==> src/sv/att_pkg.sv <==
`timescale 1ns / 1ps
// ----------------------------------------------------------------------------
// att_pkg
// Types and constants shared by the animation tween table.
// ----------------------------------------------------------------------------
package att_pkg;
    localparam int SLOT_COUNT_DEF = 16;
    localparam int FRAME_BITS_DEF = 16;
    localparam int NODE_BITS_DEF  = 16;

    localparam logic [1:0] CMD_START  = 2'd0;
    localparam logic [1:0] CMD_CANCEL = 2'd1;
    localparam logic [1:0] CMD_TICK   = 2'd2;
    localparam logic [1:0] CMD_NONE   = 2'd3;

    localparam logic [2:0] PROP_COLOUR = 3'd5;
    localparam logic [7:0] BYTE_MASK   = 8'hFF;
    localparam int         TOP_SHIFT   = 24;
    localparam int         QUEUE_DEPTH = 2;

    typedef struct packed {
        logic [1:0]  cmd;
        logic [15:0] node_id;
        logic [2:0]  property_req;
        logic [31:0] color_dest;
        logic [31:0] start_value;
        logic [31:0] end_value;
        logic [15:0] frames;
    } in_item_t;

    typedef struct packed {
        logic        kind;
        logic [15:0] out_node;
        logic [2:0]  out_property;
        logic [31:0] out_color_dest;
        logic [31:0] value;
        logic        finished;
        logic        running;
        logic        last;
    } out_item_t;
endpackage

==> src/sv/att_in_if.sv <==
`timescale 1ns / 1ps
// ----------------------------------------------------------------------------
// att_in_if
// Valid/ready channel carrying command items.
// ----------------------------------------------------------------------------
interface att_in_if;
    import att_pkg::*;
    logic     valid;
    logic     ready;
    in_item_t data;
    modport source (output valid, output data, input ready);
    modport sink   (input valid, input data, output ready);
endinterface

==> src/sv/att_out_if.sv <==
`timescale 1ns / 1ps
// ----------------------------------------------------------------------------
// att_out_if
// Valid/ready channel carrying result items.
// ----------------------------------------------------------------------------
interface att_out_if;
    import att_pkg::*;
    logic      valid;
    logic      ready;
    out_item_t data;
    modport source (output valid, output data, input ready);
    modport sink   (input valid, input data, output ready);
endinterface

==> src/sv/animation_tween_table.sv <==
`timescale 1ns / 1ps
// ----------------------------------------------------------------------------
// animation_tween_table
// Table of linear tween animations stepped by frame ticks.
// ----------------------------------------------------------------------------
// in_ch carries command items (start, cancel, tick); out_ch carries results.
// Start and cancel produce no results and are handled by the back end
// in its idle state after passing a two-entry queue. A tick scans every
// slot, stepping over idle slots at one per cycle; an active slot with a
// plain value takes a scan, a multiply, a bit-serial divide of
// 33+FRAME_BITS bits and an emit; a colour slot repeats the multiply and
// divide for each of its four byte lanes; a slot on its last frame skips
// the divide. The divider dominates the length of a tick. Results leave
// through an output register; if the receiver stalls, the scan waits at
// the next active slot and the queue fills, then in_ch.ready drops. Reset
// clears the active flags, the queue and the sequencer; slot contents are
// written on start.
// ----------------------------------------------------------------------------
module animation_tween_table
    import att_pkg::*;
#(
    parameter int SLOT_COUNT = SLOT_COUNT_DEF,
    parameter int FRAME_BITS = FRAME_BITS_DEF,
    parameter int NODE_BITS  = NODE_BITS_DEF
) (
    input  logic clk,
    input  logic rst_n,
    att_in_if.sink    in_ch,
    att_out_if.source out_ch
);
    att_in_if q_ch ();

    att_front #(
        .NODE_BITS (NODE_BITS)
    ) u_front (
        .clk   (clk),
        .rst_n (rst_n),
        .in_ch (in_ch),
        .q_ch  (q_ch.source)
    );

    att_back #(
        .SLOT_COUNT (SLOT_COUNT),
        .FRAME_BITS (FRAME_BITS),
        .NODE_BITS  (NODE_BITS)
    ) u_back (
        .clk    (clk),
        .rst_n  (rst_n),
        .q_ch   (q_ch.sink),
        .out_ch (out_ch)
    );
endmodule

==> src/sv/att_front.sv <==
`timescale 1ns / 1ps
// ----------------------------------------------------------------------------
// att_front
// Accepts items, drops the ones that do nothing, and queues the rest.
// ----------------------------------------------------------------------------
module att_front
    import att_pkg::*;
#(
    parameter int NODE_BITS = NODE_BITS_DEF
) (
    input  logic clk,
    input  logic rst_n,
    att_in_if.sink   in_ch,
    att_in_if.source q_ch
);
    localparam int PW = $clog2(QUEUE_DEPTH);
    localparam int NB = (NODE_BITS < 16) ? NODE_BITS : 16;

    in_item_t        mem [QUEUE_DEPTH];
    logic [PW-1:0]   wp_reg, rp_reg;
    logic [PW:0]     cnt_reg;
    logic            keep, push, pop;

    always_comb
    begin
        unique case (in_ch.data.cmd)
            CMD_START:  keep = (in_ch.data.node_id[NB-1:0] != '0) && (in_ch.data.frames != '0);
            CMD_CANCEL: keep = (in_ch.data.node_id[NB-1:0] != '0);
            CMD_TICK:   keep = 1'b1;
            default:    keep = 1'b0;
        endcase
    end

    assign in_ch.ready = (cnt_reg != (PW+1)'(QUEUE_DEPTH));
    assign push        = in_ch.valid && in_ch.ready && keep;
    assign q_ch.valid  = (cnt_reg != '0);
    assign q_ch.data   = mem[rp_reg];
    assign pop         = q_ch.valid && q_ch.ready;

    always_ff @(posedge clk)
    begin
        if (push)
        begin
            mem[wp_reg] <= in_ch.data;
        end
    end

    always_ff @(posedge clk or negedge rst_n)
    begin
        if (!rst_n)
        begin
            wp_reg  <= '0;
            rp_reg  <= '0;
            cnt_reg <= '0;
        end
        else
        begin
            if (push)
            begin
                wp_reg <= (wp_reg == PW'(QUEUE_DEPTH-1)) ? '0 : wp_reg + 1'b1;
            end
            if (pop)
            begin
                rp_reg <= (rp_reg == PW'(QUEUE_DEPTH-1)) ? '0 : rp_reg + 1'b1;
            end
            cnt_reg <= cnt_reg + (PW+1)'(push) - (PW+1)'(pop);
        end
    end
endmodule

==> src/sv/att_divider.sv <==
`timescale 1ns / 1ps
// ----------------------------------------------------------------------------
// att_divider
// Restoring divider, one quotient bit per cycle.
// ----------------------------------------------------------------------------
module att_divider #(
    parameter int NUM_BITS = 48,
    parameter int DEN_BITS = 16
) (
    input  logic                clk,
    input  logic                rst_n,
    input  logic                start,
    input  logic [NUM_BITS-1:0] num,
    input  logic [DEN_BITS-1:0] den,
    output logic                done,
    output logic [NUM_BITS-1:0] quot
);
    localparam int CW = $clog2(NUM_BITS + 1);

    logic [NUM_BITS-1:0] q_reg;
    logic [DEN_BITS:0]   r_reg;
    logic [DEN_BITS-1:0] d_reg;
    logic [CW-1:0]       cnt_reg;
    logic                busy_reg, done_reg;
    logic [DEN_BITS:0]   shifted;
    logic                ge;

    assign shifted = {r_reg[DEN_BITS-1:0], q_reg[NUM_BITS-1]};
    assign ge      = shifted >= {1'b0, d_reg};
    assign done    = done_reg;
    assign quot    = q_reg;

    always_ff @(posedge clk or negedge rst_n)
    begin
        if (!rst_n)
        begin
            busy_reg <= 1'b0;
            done_reg <= 1'b0;
            cnt_reg  <= '0;
        end
        else
        begin
            done_reg <= 1'b0;
            if (start)
            begin
                busy_reg <= 1'b1;
                cnt_reg  <= CW'(NUM_BITS);
            end
            else if (busy_reg)
            begin
                cnt_reg <= cnt_reg - 1'b1;
                if (cnt_reg == CW'(1))
                begin
                    busy_reg <= 1'b0;
                    done_reg <= 1'b1;
                end
            end
        end
    end

    always_ff @(posedge clk)
    begin
        if (start)
        begin
            q_reg <= num;
            r_reg <= '0;
            d_reg <= den;
        end
        else if (busy_reg)
        begin
            r_reg <= ge ? shifted - {1'b0, d_reg} : shifted;
            q_reg <= {q_reg[NUM_BITS-2:0], ge};
        end
    end
endmodule

==> src/sv/att_back.sv <==
`timescale 1ns / 1ps
// ----------------------------------------------------------------------------
// att_back
// Slot table and sequencer: start, cancel and the per-tick interpolation.
// ----------------------------------------------------------------------------
module att_back
    import att_pkg::*;
#(
    parameter int SLOT_COUNT = SLOT_COUNT_DEF,
    parameter int FRAME_BITS = FRAME_BITS_DEF,
    parameter int NODE_BITS  = NODE_BITS_DEF
) (
    input  logic clk,
    input  logic rst_n,
    att_in_if.sink    q_ch,
    att_out_if.source out_ch
);
    localparam int SW = (SLOT_COUNT > 1) ? $clog2(SLOT_COUNT) : 1;
    localparam int NB = (NODE_BITS < 16) ? NODE_BITS : 16;
    localparam int PB = 33 + FRAME_BITS;

    typedef enum logic [2:0] {
        S_IDLE, S_SCAN, S_MUL, S_DIV, S_EMIT, S_STATUS
    } state_t;

    logic [SLOT_COUNT-1:0] active_reg;
    logic [NB-1:0]         node_mem  [SLOT_COUNT];
    logic [2:0]            prop_mem  [SLOT_COUNT];
    logic [31:0]           dest_mem  [SLOT_COUNT];
    logic [31:0]           start_mem [SLOT_COUNT];
    logic [31:0]           end_mem   [SLOT_COUNT];
    logic [FRAME_BITS-1:0] dur_mem   [SLOT_COUNT];
    logic [FRAME_BITS-1:0] frame_mem [SLOT_COUNT];

    state_t                state_reg;
    logic [SW-1:0]         idx_reg;
    logic [1:0]            lane_reg;
    logic                  running_reg;
    logic                  colour_reg;
    logic [31:0]           a_reg, b_reg, acc_reg;
    logic [FRAME_BITS-1:0] t_reg, dur_reg;
    logic                  neg_reg;
    logic [PB-1:0]         prod_reg;
    logic                  div_start_reg;
    logic                  out_valid_reg;
    out_item_t             out_reg;

    logic                  div_done;
    logic [PB-1:0]         div_q;

    att_divider #(.NUM_BITS(PB), .DEN_BITS(FRAME_BITS)) u_div (
        .clk   (clk),
        .rst_n (rst_n),
        .start (div_start_reg),
        .num   (prod_reg),
        .den   (dur_reg),
        .done  (div_done),
        .quot  (div_q)
    );

    // slot lookup for start items
    logic [NB-1:0]  q_node;
    logic [SW-1:0]  hit_idx, free_idx;
    logic           hit_any, free_any;
    assign q_node = q_ch.data.node_id[NB-1:0];

    always_comb
    begin
        hit_idx  = '0;
        free_idx = '0;
        hit_any  = 1'b0;
        free_any = 1'b0;
        for (int i = SLOT_COUNT - 1; i >= 0; i--)
        begin
            if (active_reg[i] && node_mem[i] == q_node && prop_mem[i] == q_ch.data.property_req)
            begin
                hit_idx = SW'(i);
                hit_any = 1'b1;
            end
            if (!active_reg[i])
            begin
                free_idx = SW'(i);
                free_any = 1'b1;
            end
        end
    end

    // operand for the current lane
    logic signed [32:0] sa, sb, diff;
    logic [FRAME_BITS-1:0] t_next;
    logic [31:0] lane_res;
    logic signed [33:0] res_wide;
    logic last_frame;

    always_comb
    begin
        if (colour_reg)
        begin
            sa = {25'd0, a_reg[8*lane_reg +: 8]};
            sb = {25'd0, b_reg[8*lane_reg +: 8]};
        end
        else
        begin
            sa = {a_reg[31], a_reg};
            sb = {b_reg[31], b_reg};
        end
        diff = sb - sa;
        res_wide = neg_reg ? ({sa[32], sa} - {1'b0, div_q[32:0]})
                           : ({sa[32], sa} + {1'b0, div_q[32:0]});
        lane_res = res_wide[31:0];
    end

    assign t_next     = frame_mem[idx_reg] + 1'b1;
    assign last_frame = (dur_reg == '0) || (t_reg >= dur_reg);

    assign q_ch.ready   = (state_reg == S_IDLE) &&
                          !(q_ch.data.cmd == CMD_TICK && out_valid_reg);
    assign out_ch.valid = out_valid_reg;
    assign out_ch.data  = out_reg;

    always_ff @(posedge clk)
    begin
        if (state_reg == S_IDLE && q_ch.valid && q_ch.ready && q_ch.data.cmd == CMD_START
            && (hit_any || free_any))
        begin
            node_mem[hit_any ? hit_idx : free_idx]  <= q_node;
            prop_mem[hit_any ? hit_idx : free_idx]  <= q_ch.data.property_req;
            dest_mem[hit_any ? hit_idx : free_idx]  <= q_ch.data.color_dest;
            start_mem[hit_any ? hit_idx : free_idx] <= q_ch.data.start_value;
            end_mem[hit_any ? hit_idx : free_idx]   <= q_ch.data.end_value;
            dur_mem[hit_any ? hit_idx : free_idx]   <= FRAME_BITS'(q_ch.data.frames);
            frame_mem[hit_any ? hit_idx : free_idx] <= '0;
        end
        else if (state_reg == S_SCAN && active_reg[idx_reg] && !out_valid_reg)
        begin
            frame_mem[idx_reg] <= t_next;
        end
    end

    always_ff @(posedge clk or negedge rst_n)
    begin
        if (!rst_n)
        begin
            state_reg     <= S_IDLE;
            active_reg    <= '0;
            idx_reg       <= '0;
            lane_reg      <= '0;
            running_reg   <= 1'b0;
            div_start_reg <= 1'b0;
            out_valid_reg <= 1'b0;
        end
        else
        begin
            div_start_reg <= 1'b0;
            if (out_ch.valid && out_ch.ready && state_reg != S_STATUS)
            begin
                out_valid_reg <= 1'b0;
            end
            unique case (state_reg)
                S_IDLE:
                begin
                    if (q_ch.valid && q_ch.ready)
                    begin
                        case (q_ch.data.cmd)
                            CMD_START:
                            begin
                                if (hit_any)
                                    active_reg[hit_idx] <= 1'b1;
                                else if (free_any)
                                    active_reg[free_idx] <= 1'b1;
                            end
                            CMD_CANCEL:
                            begin
                                for (int i = 0; i < SLOT_COUNT; i++)
                                    if (node_mem[i] == q_node)
                                        active_reg[i] <= 1'b0;
                            end
                            default:
                            begin
                                idx_reg     <= '0;
                                running_reg <= 1'b0;
                                state_reg   <= S_SCAN;
                            end
                        endcase
                    end
                end
                S_SCAN:
                begin
                    if (!active_reg[idx_reg])
                    begin
                        if (idx_reg == SW'(SLOT_COUNT - 1))
                            state_reg <= S_STATUS;
                        else
                            idx_reg <= idx_reg + 1'b1;
                    end
                    else if (!out_valid_reg)
                    begin
                        a_reg      <= start_mem[idx_reg];
                        b_reg      <= end_mem[idx_reg];
                        t_reg      <= t_next;
                        dur_reg    <= dur_mem[idx_reg];
                        colour_reg <= (prop_mem[idx_reg] == PROP_COLOUR);
                        lane_reg   <= '0;
                        acc_reg    <= '0;
                        state_reg  <= S_MUL;
                    end
                end
                S_MUL:
                begin
                    if (last_frame)
                    begin
                        acc_reg   <= b_reg;
                        state_reg <= S_EMIT;
                    end
                    else
                    begin
                        neg_reg   <= diff[32];
                        state_reg <= S_DIV;
                        prod_reg  <= PB'((diff[32] ? 33'(-diff) : 33'(diff)) * t_reg);
                        div_start_reg <= 1'b1;
                    end
                end
                S_DIV:
                begin
                    if (div_done)
                    begin
                        if (!colour_reg)
                        begin
                            acc_reg   <= lane_res;
                            state_reg <= S_EMIT;
                        end
                        else
                        begin
                            acc_reg[8*lane_reg +: 8] <= lane_res[7:0] & BYTE_MASK;
                            if (32'(lane_reg) * 8 == TOP_SHIFT)
                                state_reg <= S_EMIT;
                            else
                            begin
                                lane_reg  <= lane_reg + 1'b1;
                                state_reg <= S_MUL;
                            end
                        end
                    end
                end
                S_EMIT:
                begin
                    out_valid_reg          <= 1'b1;
                    out_reg.kind           <= 1'b0;
                    out_reg.out_node       <= 16'(node_mem[idx_reg]);
                    out_reg.out_property   <= prop_mem[idx_reg];
                    out_reg.out_color_dest <= dest_mem[idx_reg];
                    out_reg.value          <= acc_reg;
                    out_reg.finished       <= last_frame;
                    out_reg.running        <= 1'b0;
                    out_reg.last           <= 1'b0;
                    if (last_frame)
                        active_reg[idx_reg] <= 1'b0;
                    else
                        running_reg <= 1'b1;
                    if (idx_reg == SW'(SLOT_COUNT - 1))
                        state_reg <= S_STATUS;
                    else
                    begin
                        idx_reg   <= idx_reg + 1'b1;
                        state_reg <= S_SCAN;
                    end
                end
                S_STATUS:
                begin
                    if (!out_valid_reg || out_ch.ready)
                    begin
                        out_valid_reg <= 1'b1;
                        out_reg       <= '{kind: 1'b1, out_node: 16'd0, out_property: 3'd0,
                                           out_color_dest: 32'd0, value: 32'd0,
                                           finished: 1'b0, running: running_reg,
                                           last: 1'b1};
                        state_reg     <= S_IDLE;
                    end
                end
                default: state_reg <= S_IDLE;
            endcase
        end
    end
endmodule

==> src/flat_wrapper.sv <==
// flat-port wrapper written by rule: the top's interface ports become plain ports
module animation_tween_table_flat import att_pkg::*;
#(
    parameter int SLOT_COUNT = SLOT_COUNT_DEF,
    parameter int FRAME_BITS = FRAME_BITS_DEF,
    parameter int NODE_BITS  = NODE_BITS_DEF
)
  (clk, rst_n, in_ch_valid, in_ch_data, in_ch_ready, out_ch_valid, out_ch_data, out_ch_ready);
  att_in_if in_ch_i ();
  att_out_if out_ch_i ();
  input  logic clk;
  input  logic rst_n;
  input wire logic [$bits(in_ch_i.valid)-1:0] in_ch_valid;
  input wire logic [$bits(in_ch_i.data)-1:0] in_ch_data;
  output wire logic [$bits(in_ch_i.ready)-1:0] in_ch_ready;
  output wire logic [$bits(out_ch_i.valid)-1:0] out_ch_valid;
  output wire logic [$bits(out_ch_i.data)-1:0] out_ch_data;
  input wire logic [$bits(out_ch_i.ready)-1:0] out_ch_ready;
  assign in_ch_i.valid = in_ch_valid;
  assign in_ch_i.data = in_ch_data;
  assign in_ch_ready = in_ch_i.ready;
  assign out_ch_valid = out_ch_i.valid;
  assign out_ch_data = out_ch_i.data;
  assign out_ch_i.ready = out_ch_ready;
  animation_tween_table #(.SLOT_COUNT(SLOT_COUNT), .FRAME_BITS(FRAME_BITS), .NODE_BITS(NODE_BITS)) u_core (.clk(clk), .rst_n(rst_n), .in_ch(in_ch_i), .out_ch(out_ch_i));
endmodule
==> config.mk <==
export PLATFORM = sky130hd
export DESIGN_NAME = animation_tween_table_flat
export DESIGN_NICKNAME = d
export VERILOG_FILES = /design/src/sv/att_pkg.sv /design/src/sv/att_in_if.sv /design/src/sv/att_out_if.sv /design/src/sv/animation_tween_table.sv /design/src/sv/att_front.sv /design/src/sv/att_divider.sv /design/src/sv/att_back.sv /design/src/flat_wrapper.sv
export SDC_FILE = /design/constraint.sdc
export NUM_CORES = 2
export LEC_CHECK = 0
export BUFFER_PORTS_ARGS = -buffer_cell sky130_fd_sc_hd__buf_4
export CORE_UTILIZATION = 56
export DETAILED_ROUTE_END_ITERATION = 16
export GPL_TIMING_DRIVEN = 1
export PLACE_DENSITY = 0.72
export SLEW_MARGIN = 5
export SYNTH_ARGS = -nofsm -noshare
export SYNTH_HDL_FRONTEND = slang
export SYNTH_SLANG_ARGS = --single-unit
==> constraint.sdc <==
create_clock -name clk -period 24.4 [get_ports clk]
set_input_delay 4.88 -clock clk [delete_from_list [all_inputs] [get_ports clk]]
set_output_delay 4.88 -clock clk [all_outputs]
set_load 0.02 [all_outputs]
==> results.txt <==
Status -> finished clean
Worst Max-Slew Pin Slew -> 1330 ps
Clock buffer depth -> 4
Xor/xnor share of the synthesized area -> 3.04%
Top cell type's share of synthesized area -> 62.9%
CP delay by family, top -> compound AO/OA/AOI/OAI gates
RSZ-0062 raised after global routing -> false
Die height -> 503 microns
Yosys warnings -> 0
Register area -> 0.0899 sq mm
Setup bufs post-CTS -> 0
Fillers -> 17400
Fin crit share -> 54.4%
Clock root cell -> clkbuf_16
Initial Utilization -> 56.5%
Min-delay src -> u_core.u_back.u_div.r_reg[15]
Critical path launch point -> u_core.u_back.lane_reg[0]
Die outline width -> 503 microns
Hold Crit Class -> flop to flop
Adder-cell share of the synthesized area -> 8.26%
Commonest cells after routing, fill and taps aside -> edfxtp_1, mux4_2, inv_1
Post-Route Skew -> 82.2 ps
Core area -> 0.249 sq mm
Setup TNS after final layout -> 0 ps
CP max stage delay -> 890 ps
Unique masters post-synth -> 96
Simple-Gate Fraction of Synth Area -> 5.37%
Rows -> 183
Fraction of registers with async set/reset -> 1.33%
Global route total overflow -> 0
Worst Setup End Kind -> flop
Ranking of synthesized cells by area -> edfxtp_1, mux4_2, fa_1, xnor2_1, ha_1
Crit path time final -> 13270 ps
Cell taking the most area after synthesis -> edfxtp_1
Max Cap Viol -> 0
Endpoints failing hold -> 0
Via-per-instance ratio -> 6.35
Syn Area/Cell -> 17.0 sq um
Complex-gate fraction of the synthesized area -> 2.94%
Final WL -> 361000 microns
Tot GR Track Use -> 28.9%
Netlist Area Pre-Place -> 0.141 sq mm
Die footprint -> 0.253 sq mm
Vias after detailed routing -> 77000
Worst path arrival time -> 13920 ps
CTS Hold Buffers Added -> 0
Top flop regs -> u_core.u_back.dest_mem: 512 flops, u_core.u_back.end_mem: 512 flops, u_core.u_back.start_mem: 512 flops
Peak Freq -> 0.0754 GHz
Cts repair resizes -> 0
P&R area growth vs syn -> 11.0%
Iter 0 DRT Violations -> 8681
CTS clk-pin slew, worst paths -> 60 ps
Worst skew pair latency -> 970 ps
Vias in the first global route -> 78900
CTS H-tree depth -> 5
Bufs and invs on worst path -> 8
Critical path type -> flop to flop
Gate Count Post-Synth -> 8260
Pin count of the biggest net entering global routing -> 151
Multi-input gate area -> 0.0471 sq mm
Cts bufs inserted -> 318
Fraction of layout cells with a size suffix above 1 -> 20.3%
First-pass GRT wire length -> 528000 microns
TritonCTS Sinks -> 3004
Slew headroom -> 10.5%
FF+latch count, synth -> 3004
Proportion of synthesized area in mux cells -> 13.7%
Residual DRC count -> 0
DP Wirelength -> 213000 microns
Final setup fails -> 0
CP max stage cell -> a211oi_1
Reg-to-reg startpoint -> u_core.u_back.lane_reg[0]
Seq/Total Area, Yosys -> 63.8%
Top_reg_cell synth -> edfxtp_1
Boundary Pins -> 226
Drt first pass iters -> 6
Crit path max fanout -> 22
WL/cell -> 29.7 microns
PortBufs -> 225
Initial antenna violation count -> 20
WP data required -> 25050 ps
Most common cell after layout, fill and taps aside -> edfxtp_1
Worst setup SP type -> flop
Post-route ant nets -> 0
Largest family of logic cells by synthesized area -> multiplexers
Syn nets -> 9065
CTS tree -> built
Fin. max-slew vios -> 0
Number of enable flip-flop cells after synthesis -> 2948
Final-stage net count -> 9374
RePlAce Congestion -> 0.988
## path summary, 6_finish.rpt
kind                                                 end  slack (ps)  cells past startpoint
setup / recovery              u_core.u_back.prod_reg[44]       11130                     40
hold / removal             u_core.u_back.u_div.r_reg[15]         480                      2
setup reg to reg              u_core.u_back.prod_reg[44]       11130                     40
hold reg to reg            u_core.u_back.u_div.r_reg[15]         480                      2
max in group asynchronous          u_core.u_front.rp_reg       19800                      1
min in group asynchronous    u_core.u_back.active_reg[9]        4000                      1
## kinds of logic after synthesis
kind of cell | Yosys count
flip-flops | 3004
AND/OR/NAND/NOR | 1514
AO/OA/AOI/OAI | 626
buffers and inverters | 1008
multiplexers | 955
XOR/XNOR | 485
adder cells (fa/ha/maj) | 668
## worst reg2reg max path: cells and delay by family (launching register included)
family                   cells  cell delay (ps)
AO/OA/AOI/OAI               16             4770
adder cells (fa/ha/maj)      8             4020
AND/OR/NAND/NOR              6             1770
buffers and inverters        8              980
XOR/XNOR                     2              840
flip-flops                   1              650
## layout make-up
cell class	instances	share of cell area, %
flip-flops and latches	3004	57.5
inverters	639	1.54
diodes	8	0.0128
well taps	3330	2.67
repair buffers	358	1.81
clock inverters	162	0.913
clock buffers	386	5.36
multi-input cells	4248	30.2
## metal layers
metal	vias to the layer above	global-route usage [%]	wire length (microns)
li1	31900	-	-
met1	40300	40.5	143000
met2	4132	45.6	172000
met3	715	5.17	32000
met4	16	10.8	14400
met5	-	0	112
## synth_stat cells (all sizes together), types with 6 or more instances
master and instances:
dfrtp 40, o41ai 6, a22oi 13, o21a 26, mux2i 54, nor3 45, o211ai 20, or3 11
nor2b 67, o31ai 17, and2 310, o21bai 16, a21boi 6, nand4 54, mux2 161, o22ai 11
o221ai 13, buf 133, nor4b 6, nand2b 29, o21ai 127, mux4 740, a211oi 37, ha 233
clkbuf 236, a21oi 157, dfxtp 16, nand2 533, xnor2 394, edfxtp 2948, xor2 91, a221oi 7
nor4 95, inv 639, a21o 70, fa 435, nor2 247, and3 31, a311oi 6, nand3 52
a31oi 32, or2 10
## stage by stage
stage / util, % / instances / area [sq um] / hold WS (ps) / setup WS (ps)
after CTS: 62.7 / 12100 / 156000 / 487 / 11350
after global placement: 58.7 / 11600 / 146000 / 454 / 11760
after floorplan: - / 8260 / 141000 / 441 / 12800
final: 62.7 / 12100 / 156000 / 483 / 11130
after detailed placement: 58.7 / 11600 / 146000 / 478 / 11470
after global routing: 62.7 / 12100 / 156000 / 501 / 10380
Power is left out: the tool's default activity adds up to more than one toggle a clock period on the data nets, which glitch-free logic cannot reach.
